## src/hdl/dfs_pkg.sv

```systemverilog
// Shared types and constants of the depth-first path finder.
// No dependencies; every other file of the block uses it by scoped name.
`timescale 1ns / 1ps
package dfs_pkg;
    localparam int unsigned VtxW = 6;
    localparam int unsigned Rows = 64;

    typedef enum logic [1:0] {
        ACT_CLEAR = 2'd0,
        ACT_EDGE  = 2'd1,
        ACT_QUERY = 2'd2,
        ACT_NONE  = 2'd3
    } t_action;

    typedef struct packed {
        logic [1:0]      action;
        logic [VtxW-1:0] vertex_a;
        logic [VtxW-1:0] vertex_b;
    } t_in_item;

    typedef struct packed {
        logic [VtxW-1:0] path_vertex;
        logic            found;
        logic            last;
    } t_out_item;

    // Command passed from the front to the back through the queue.
    typedef struct packed {
        t_action         op;
        logic            in_range;
        logic [VtxW-1:0] va;
        logic [VtxW-1:0] vb;
    } t_cmd;
endpackage

```

## src/hdl/dfs_front.sv

```systemverilog
// Front part: accepts items, classifies them and holds them in a short queue.
// Depends on dfs_pkg.
`timescale 1ns / 1ps
module dfs_front (
    input  logic              i_clk,
    input  logic              i_rst_n,
    input  logic              i_start,
    input  dfs_pkg::t_in_item i_item,
    input  logic [6:0]        i_active,
    input  logic              i_pop,
    output logic              o_full,
    output logic              o_empty,
    output dfs_pkg::t_cmd     o_cmd
);
    localparam int unsigned Depth = 2;

    dfs_pkg::t_cmd r_q [Depth];
    logic          r_wp, n_wp, r_rp, n_rp;
    logic [1:0]    r_cnt, n_cnt;
    dfs_pkg::t_cmd w_cmd;
    logic          w_push;

    always_comb begin
        w_cmd.op       = dfs_pkg::t_action'(i_item.action);
        w_cmd.va       = i_item.vertex_a;
        w_cmd.vb       = i_item.vertex_b;
        w_cmd.in_range = ({1'b0, i_item.vertex_a} < i_active) &&
                         ({1'b0, i_item.vertex_b} < i_active);
    end

    assign o_full  = (r_cnt == 2'(Depth));
    assign o_empty = (r_cnt == 2'd0);
    // Drop unused codes at the door.
    assign w_push  = i_start && !o_full && (w_cmd.op != dfs_pkg::ACT_NONE);
    assign o_cmd   = r_q[r_rp];

    always_comb begin
        n_wp  = r_wp + 1'(w_push);
        n_rp  = r_rp + 1'(i_pop);
        n_cnt = r_cnt + 2'(w_push) - 2'(i_pop);
    end

    always_ff @(posedge i_clk) begin
        if (w_push) begin
            r_q[r_wp] <= w_cmd;
        end
        if (!i_rst_n) begin
            r_wp  <= 1'b0;
            r_rp  <= 1'b0;
            r_cnt <= 2'd0;
        end else begin
            r_wp  <= n_wp;
            r_rp  <= n_rp;
            r_cnt <= n_cnt;
        end
    end

    assert property (@(posedge i_clk) disable iff (!i_rst_n) !(i_pop && o_empty))
        else $error("pop from empty queue");
    assert property (@(posedge i_clk) disable iff (!i_rst_n) r_cnt <= 2'(Depth))
        else $error("queue count overflow");
    assert property (@(posedge i_clk) disable iff (!i_rst_n)
        w_push && !i_pop |=> !o_empty)
        else $error("push lost");
endmodule

```

## config.mk

```make
export PLATFORM = sky130hd
export DESIGN_NAME = dfs_front
export DESIGN_NICKNAME = d
export VERILOG_FILES = /design/src/hdl/dfs_pkg.sv /design/src/hdl/dfs_front.sv
export SDC_FILE = /design/constraint.sdc
export NUM_CORES = 1
export LEC_CHECK = 0
export ABC_AREA = 1
export BUFFER_PORTS_ARGS = -buffer_cell sky130_fd_sc_hd__buf_4
export CORE_UTILIZATION = 45
export CTS_BUF_LIST = sky130_fd_sc_hd__clkbuf_2 sky130_fd_sc_hd__clkbuf_4 sky130_fd_sc_hd__clkbuf_8
export DETAILED_ROUTE_END_ITERATION = 7
export PLACE_DENSITY_LB_ADDON = 0.1
export SLEW_MARGIN = 20
export SYNTH_ARGS = -nofsm -noshare
export SYNTH_HDL_FRONTEND = slang
export SYNTH_SLANG_ARGS = --single-unit
```

## constraint.sdc

```tcl
create_clock -name i_clk -period 1.4 [get_ports i_clk]
set_input_delay 0.28 -clock i_clk [delete_from_list [all_inputs] [get_ports i_clk]]
set_output_delay 0.28 -clock i_clk [all_outputs]
set_load 0.02 [all_outputs]
```

== Yosys cells after proc, flatten, opt, wreduce, memory -nomap -nowiden ==
Memory sizes are Yosys's and may differ from the RTL's. A register that Yosys moved wholly into a read port is not among the register bits.
Index checks and enable logic that the tools add are counted.
Word-level totals
  bits in registers: 4
  RAM bits: 30
  output and inout bits: 17
  memories kept: 1
Operators by class
  add/sub/neg operators: 4
  order comparisons: 2
  equal/unequal tests: 2
  muxes and demuxes: 3
  reduce and logical (&&, ||, !) cells: 5
Memory list
  r_q: depth 2, width 15, rd ports 1, clocked after Yosys merged registers in 1, wr ports 1, line dfs_front.sv:17  | dfs_pkg::t_cmd r_q [Depth];
Operators with widths (count)
  6-bit by 7-bit < comparator with 1-bit output: 2
  1-bit logical AND: 3
  1-bit two-way mux: 3
  1-bit adder: 2
  2-bit by 1-bit adder with 2-bit output: 1
  2-bit == test, second input constant: 1
  2-bit logical NOT: 1
  2-bit != test, second input constant: 1
  2-bit by 1-bit subtractor with 2-bit output: 1
  1-bit logical NOT: 1

== Logic depth before layout (Yosys ltp) ==
Gate-level depths: netlist (run 1).
  depth in word-level cells: 6
  depth in mapped cells: 11

== Worst setup path before layout (run 1) ==
Ideal clock, no wire load.
  path kind: register -> register
  start point: register r_cnt[1]
  end point: register r_cnt[1]
  library setup time: 0.113 ns
  arrival: 1.557 ns
  data required time: 1.287 ns
  slack: -0.270 ns
  cell stages (with the launch flop): 12
  cell sequence: dfxtp_1 > inv_1 > nor2_1 > nor2_1 > inv_1 > ha_1 > inv_1 > ha_1 > xnor2_1 > nand2_1 > nand2_1 > nor2_1
Between the ends
  longest elaborated chain between the ends: 6
RTL lines
  start: declaration: line dfs_front.sv:19  | logic [1:0] r_cnt, n_cnt;
  start signal: assignment: line dfs_front.sv:54  | r_cnt <= n_cnt;
  2-bit == test: line dfs_front.sv:31  | assign o_full = (r_cnt == 2'(Depth));
  net o_full: line dfs_front.sv:11  | output logic o_full,
  1-bit logical NOT: line dfs_front.sv:34  | assign w_push = i_start && !o_full && (w_cmd.op != dfs_pkg::ACT_NONE);
  1-bit logical AND (2 in a row): line dfs_front.sv:34
  2-bit by 1-bit adder with 2-bit output: line dfs_front.sv:40  | n_cnt = r_cnt + 2'(w_push) - 2'(i_pop);
  2-bit by 1-bit subtractor with 2-bit output: line dfs_front.sv:40
The timed path passes the listed nets, and every way through them passes these cells.
A chain may end at the register's enable or synchronous reset.

==> metrics.md, run 1 <==
| Metric | Value |
|---|---|
| Max layer used | met4 |
| Crit path time final | roughly 1.5 ns |
| Clock root cell | clkbuf_8 |
| RSZ-0062 raised after global routing | yes |
| Initial cell density of the core | about half |
| Pleak | 1.11 nW |
| DRC viols | 0 |
| Rel. slew slack | between 80% and 90% |
| Worst-Skew Late Latency | between 0.2 and 0.3 ns |
| Reg2Reg Capture Point | r_cnt[1]$_SDFF_PN0_ |
| Cell Area, Synth | between 1500 and 2000 um^2 |
| Pin slew with the least headroom to its limit | around 0.23 ns |
| Failing checks | negative setup slack |
| Final Skew | 0.00682 ns |
| Synthesized instance count | about 130 |
| Max-slew violations | 0 |
| Worst EP arrival | between 1 and 1.5 ns |
| Die area | around 3900 um^2 |
| DR WL/cell | about 12 um |
| Min-Delay Path Class | in -> reg |
| Area Overhead vs Synth | 46.6% |
| Final hold vios | 0 |
| Seq/Total Area, Yosys | between 60 and 70% |
| 1st-iter DRT viols | 21 |
| Mapped Nets | about 170 |
| Vias in the first global route | between 1000 and 1500 |
| Post-route worst setup slack | -0.106 ns |
| FF-to-FF setup slack | -0.05 ns |
| Chip width | approximately 63 um |
| Met3 WL post-DR | approximately 130 um |
| Crit path launch type | flop |
| Power Density | 1160 nW/um^2 |
| All-Layer GR Usage | 16.1% |
| Hold-fix buffers, CTS | 0 |
| Number of CTS-inserted buffers | 5 |
| # setup viols final | 16 |
| Worst endpoint required time | ~1.1 ns |
| WL met1 | 1230 um |
| Final period util | 108% |
| H-tree depth | 2 |
| Met2 routed WL | approximately 1600 um |
| Maximum clock path buffer count | 2 |
| Layout cells sized above 1 | between 40% and 50% |
| Remaining Overflow, GRT | 0 |
| Synthesis-stage register bit count | 35 |
| I/O pin cnt | 42 |
| DRT Pass-1 Iters | 5 |
| Largest net degree at the start of global routing | 12 |
| DPL Wire Length | ~2200 um |
| Hold Crit Start | i_item[4] |
| CTS tree | yes |
| Via density | between 4 and 5 |
| Port bufs | between 40 and 50 |
| Library cells used by synthesis | 15 |
| Max Freq | roughly 660 MHz |
| Final wirelength | approximately 3000 um |
| Hold Worst Slack | a little under 0.2 ns |
| Post-Place Setup Slack | -0.198 ns |
| Detailed-route via count | 1118 |
| Max cap viols | 0 |
| RD Place Congestion | between 0.8 and 0.9 |
| Final #Nets | approximately 230 |
| Avg Cell Area, Syn | 13.1 um^2 |
| Hold Path End | r_q[1][4]$_DFFE_PP_ |
| Die Span Y | between 60 and 70 um |
| Crit Path Max Fanout | 7 |
| Number of synthesis warnings | 0 |
| Initial antenna violation count | 0 |
| Fin Setup TNS | -1.47 ns |
| R2r startpoint | r_cnt[1]$_SDFF_PN0_ |
| Core ar. | ~3400 um^2 |
| # diodes | 0 |
| Status | finished, violations left |
| Hold depth | 1 |
| Critical Path End Type | output pin |
| WS Path Type | reg -> out |
| First-pass GRT wire length | 4730 um |
| Post-route ant nets | 0 |
| Row count | 21 |
| Clock Sinks | 35 |
| Maximum vdd drop | 0.000740 V |
| Worst R2R Path Depth | 11 |
| Clock transition at path regs | 0.07 ns |
worst max-delay path, cell delays in order (launching register included):
cell	delay (ns)
dfxtp_4	0.37
buf_8	0.14
mux2_4	0.31
buf_6	0.13
worst max-delay path by stage:
stage / to / slack, ns / cells after the start
floorplan: r_cnt[1]$_SDFF_PN0_ / -0.06 / 11
global placement: r_cnt[1]$_SDFF_PN0_ / -0.14 / 12
detailed placement: r_cnt[1]$_SDFF_PN0_ / -0.20 / 12
CTS: o_cmd[2] / -0.13 / 3
global route: o_cmd[3] / -0.14 / 3
finish: o_cmd[3] / -0.11 / 3
state kept, by name (all words and copies together) (netlist names), named ones only:
register / count
r_rp: 1
r_cnt: 2
r_q: 30
r_wp: 1
layout make-up:
type	count	area [um^2]
Fill cell	245	1010
Sequential cell	35	1010
Multi-Input combinational cell	73	639
Timing Repair Buffer	58	569
Clock buffer	7	90.1
Inverter	17	63.8
Tap cell	46	57.6
Clock inverter	1	5.00
stage by stage:
step / instance area (um^2) / instances / utilization, % / total power [mW]
global placement: 2100 / 223 / 61.0 / 1.91
floorplan: 1680 / 127 / - / 1.66
detailed placement: 2100 / 223 / 61.0 / 1.92
global route: 2430 / 237 / 70.7 / 2.95
finish: 2430 / 237 / 70.7 / 2.82
CTS: 2310 / 234 / 67.2 / 2.75
synth_stat cells:
master,number,area (um^2)
nand4_1,1,6.26
nor2_1,10,37.5
buf_6,1,11.3
buf_12,1,20.0
mux2_2,5,56.3
ha_1,14,175
o21ai_0,1,5.00
edfxtp_1,30,901
a21oi_1,4,20.0
nand3_1,2,10.0
nand2_1,25,93.8
mux2_4,10,150
xnor2_1,1,8.76
dfxtp_1,5,100
inv_1,17,63.8
placed cells by master (no fill, tap or decap), drive strengths merged:
cell / netlist / routed
buf: 2 / 56
edfxtp: 30 / 30
nand2: 25 / 25
inv: 17 / 17
mux2: 15 / 15
ha: 14 / 14
nor2: 10 / 10
clkbuf: 0 / 9
dfxtp: 5 / 5
a21oi: 4 / 4
nand3: 2 / 2
o21ai: 1 / 1
nand4: 1 / 1
xnor2: 1 / 1
clkinv: 0 / 1
cell families (layout without fill, tap and decap cells):
family / after synthesis / after routing / synth area share, %
AND/OR/NAND/NOR: 38 / 38 / 8.90
flip-flops: 35 / 35 / 60.3
buffers and inverters: 19 / 83 / 5.73
multiplexers: 15 / 15 / 12.4
adder cells (fa/ha/maj): 14 / 14 / 10.6
AO/OA/AOI/OAI: 5 / 5 / 1.51
XOR/XNOR: 1 / 1 / 0.528
per-layer routing:
layer  vias up  track usage, %
met5         -               0
met4         0            6.98
met3         5            5.66
met2        28            27.7
met1       529            17.9
li1        556               -
what timing repair did:
item,in CTS,in global routing
gates resized for setup,27,13
setup endpoints to repair,16,47
pin swaps,3,3
buffers inserted,3,2
cloned,0,2
power by group:
group,internal (mW),total (mW),switching [mW]
registers,1.24,1.28,0.0383
logic,0.451,0.805,0.354
clock network,0.416,0.736,0.321
total,2.11,2.82,0.713
(Power assumes the default switching activity.)
==> run 2: changes to the inputs <==
- CTS_BUF_LIST: sky130_fd_sc_hd__clkbuf_2 sky130_fd_sc_hd__clkbuf_4 sky130_fd_sc_hd__clkbuf_8 -> sky130_fd_sc_hd__clkbuf_4
==> run 2 against run 1 <==
Net effect: largest cell class unchanged; non-clock buffer count is 1 lower; cell count is 0.42% lower; first-iteration DRC count is 19% higher; total power is 7.6% lower; sequential power hardly changed; register-to-register slack worse by 0.03 ns; worst setup slack worse by 0.058 ns; flip-flop and latch count stayed put; clock power is 30% lower; the run still ends with negative setup slack left; clock skew is 0.0031 ns higher.
==> metrics.md, run 2 (synthesized netlist as in run 1, its figures left out) <==
| Metric | Value |
|---|---|
| Status | finished, violations left |
| Failing checks | negative setup slack |
| DPL Wire Length | between 2000 and 2500 um |
| Max Freq | about 640 MHz |
| Maximum clock path buffer count | 2 |
| Die area | ~3900 um^2 |
| Pleak | about 1.1 nW |
| Core ar. | between 3000 and 4000 um^2 |
| Final hold vios | 0 |
| Combinational share of power | a little under a third |
| Final Skew | between 0.009 and 0.01 ns |
| DR WL/cell | between 10 and 15 um |
| Max incr delay on CP | approximately 0.37 ns |
| Critical path's top delay family | flip-flops |
| Power Density | roughly 1100 nW/um^2 |
| # setup viols final | 16 |
| Max-slew violations | 0 |
| Vias in the first global route | between 1000 and 1500 |
| Chip width | roughly 63 um |
| Final #Nets | 228 |
| Rel. slew slack | 84.6% |
| Post-Place Setup Slack | -0.198 ns |
| Fin Setup TNS | -2.42 ns |
| Port bufs | around 40 |
| Crit path time final | approximately 1.6 ns |
| R2r startpoint | r_cnt[1]$_SDFF_PN0_ |
| Post-route cell area | ~2400 um^2 |
| Reg2Reg Capture Point | r_cnt[1]$_SDFF_PN0_ |
| Regs by FF count | r_q (30), r_cnt (2) |
| # diodes | 0 |
| Clock power frac | 19.6% |
| Final wirelength | ~3000 um |
| Met2 routed WL | between 1500 and 2000 um |
| Row count | 21 |
| DRT Pass-1 Iters | 4 |
| Hold depth | 1 |
| Hold Worst Slack | ~0.14 ns |
| Dpl cell area | between 2000 and 2500 um^2 |
| Fill cell count | 250 |
| Min-Delay Path Class | in -> reg |
| Max layer used | met4 |
| P_sw | 708 uW |
| RSZ-0062 raised after global routing | yes |
| Hold-fix buffers, CTS | 0 |
| Post-route ant nets | 0 |
| Placed Cells | ~220 |
| RD Place Congestion | around 0.85 |
| Post-route insts no fill | 236 |
| Crit Path Max Fanout | 8 |
| Hold Path End | r_q[1][4]$_DFFE_PP_ |
| Clock Sinks | 35 |
| Max cap viols | 0 |
| Largest net degree at the start of global routing | 12 |
| Most common cell after layout, fill and taps aside | buf_4 |
| Clock transition at path regs | 0.11 ns |
| Number of CTS-inserted buffers | 5 |
| Worst-path cell chain | buf_8 > mux2_4 > buf_6 |
| Critical Path End Type | output pin |
| Max reg flops | 30 |
| Buf+Inv Stages, Crit Path | 2 |
| H-tree depth | 2 |
| Initial cell density of the core | 48.2% |
| Met3 WL post-DR | roughly 130 um |
| Area Overhead vs Synth | 43.5% |
| Layout cells sized above 1 | 48.9% |
| Power, Total | around 2.6 mW |
| Worst EP arrival | between 1 and 1.5 ns |
| Fin util | between 60% and 70% |
| Pint | 1.90 mW |
| WS Path Type | reg -> out |
| Hold Crit Start | i_item[4] |
| All-Layer GR Usage | approximately 16% |
| Via density | around 4.7 |
| Die Span Y | between 60 and 70 um |
| 1st-iter DRT viols | 25 |
| CTS tree | yes |
| Sequential power share | approximately half |
| Remaining Overflow, GRT | 0 |
| Net Sw Frac | between 20% and 30% |
| DRC viols | 0 |
| Post-route worst setup slack | -0.164 ns |
| I/O pin cnt | between 40 and 50 |
| Initial antenna violation count | 0 |
| Clock root cell | clkbuf_4 |
| Worst-Skew Late Latency | roughly 0.33 ns |
| Final period util | 112% |
| Critical-path top delay cell | dfxtp_4 |
| Detailed-route via count | between 1000 and 1500 |
| Crit path launch type | flop |
| FF-to-FF setup slack | -0.08 ns |
| First-pass GRT wire length | about 4700 um |
| Maximum vdd drop | 0.000737 V |
| Worst R2R Path Depth | 11 |
| Top reg by flops | r_q |
| WL met1 | 1220 um |
| Most frequent cells in the layout | buf_4 (31), edfxtp_1 (30), nand2_1 (25) |
| Worst endpoint required time | roughly 1.1 ns |
| Pin slew with the least headroom to its limit | 0.229 ns |
==> run 2: cell types whose count changed in the layout (fill, tap and decap cells not counted), sizes merged <==
cell    before  now
clkinv       1    2
clkbuf       9    6
buf         56   57
==> run 2: area by class of cell <==
cell class / instances / area [um^2] / share of cell area [%]
Clock inverter: 2 / 8.76 / 0.368
Multi-Input combinational cell: 73 / 662 / 27.8
Timing Repair Buffer: 57 / 537 / 22.5
Tap cell: 46 / 57.6 / 2.42
Clock buffer: 6 / 45.0 / 1.89
Sequential cell: 35 / 1010 / 42.3
Inverter: 17 / 63.8 / 2.68
==> run 2: worst max-delay path by stage <==
stage | start | end | slack (ns) | cells past startpoint
floorplan | r_cnt[1]$_SDFF_PN0_ | r_cnt[1]$_SDFF_PN0_ | -0.06 | 11
global placement | i_item[12] | r_cnt[1]$_SDFF_PN0_ | -0.14 | 12
detailed placement | i_item[12] | r_cnt[1]$_SDFF_PN0_ | -0.20 | 12
CTS | flop | o_cmd[2] | -0.19 | 3
global route | flop | o_cmd[3] | -0.21 | 3
finish | flop | o_cmd[0] | -0.16 | 3
==> run 2: repair_timing <==
action | 4_1_cts | 5_1_grt
pin swaps | 3 | 9
setup buffers | 3 | 3
resized for setup | 29 | 18
endpoints found under the setup margin | 16 | 48
==> run 2: power by group through the flow <==
stage	logic [mW]	clock network [mW]	registers [mW]
2_1_floorplan	0.373	0	1.29
3_3_place_gp	0.615	0	1.29
3_5_place_dp	0.625	0	1.30
4_1_cts	0.716	0.525	1.28
5_1_grt	0.885	0.570	1.29
6_report	0.818	0.512	1.28
==> run 2: metal layers <==
metal / vias up / global-route usage, %
met5: - / 0
met4: 0 / 6.98
met3: 4 / 4.01
met2: 26 / 27.7
met1: 514 / 18.3
li1: 556 / -
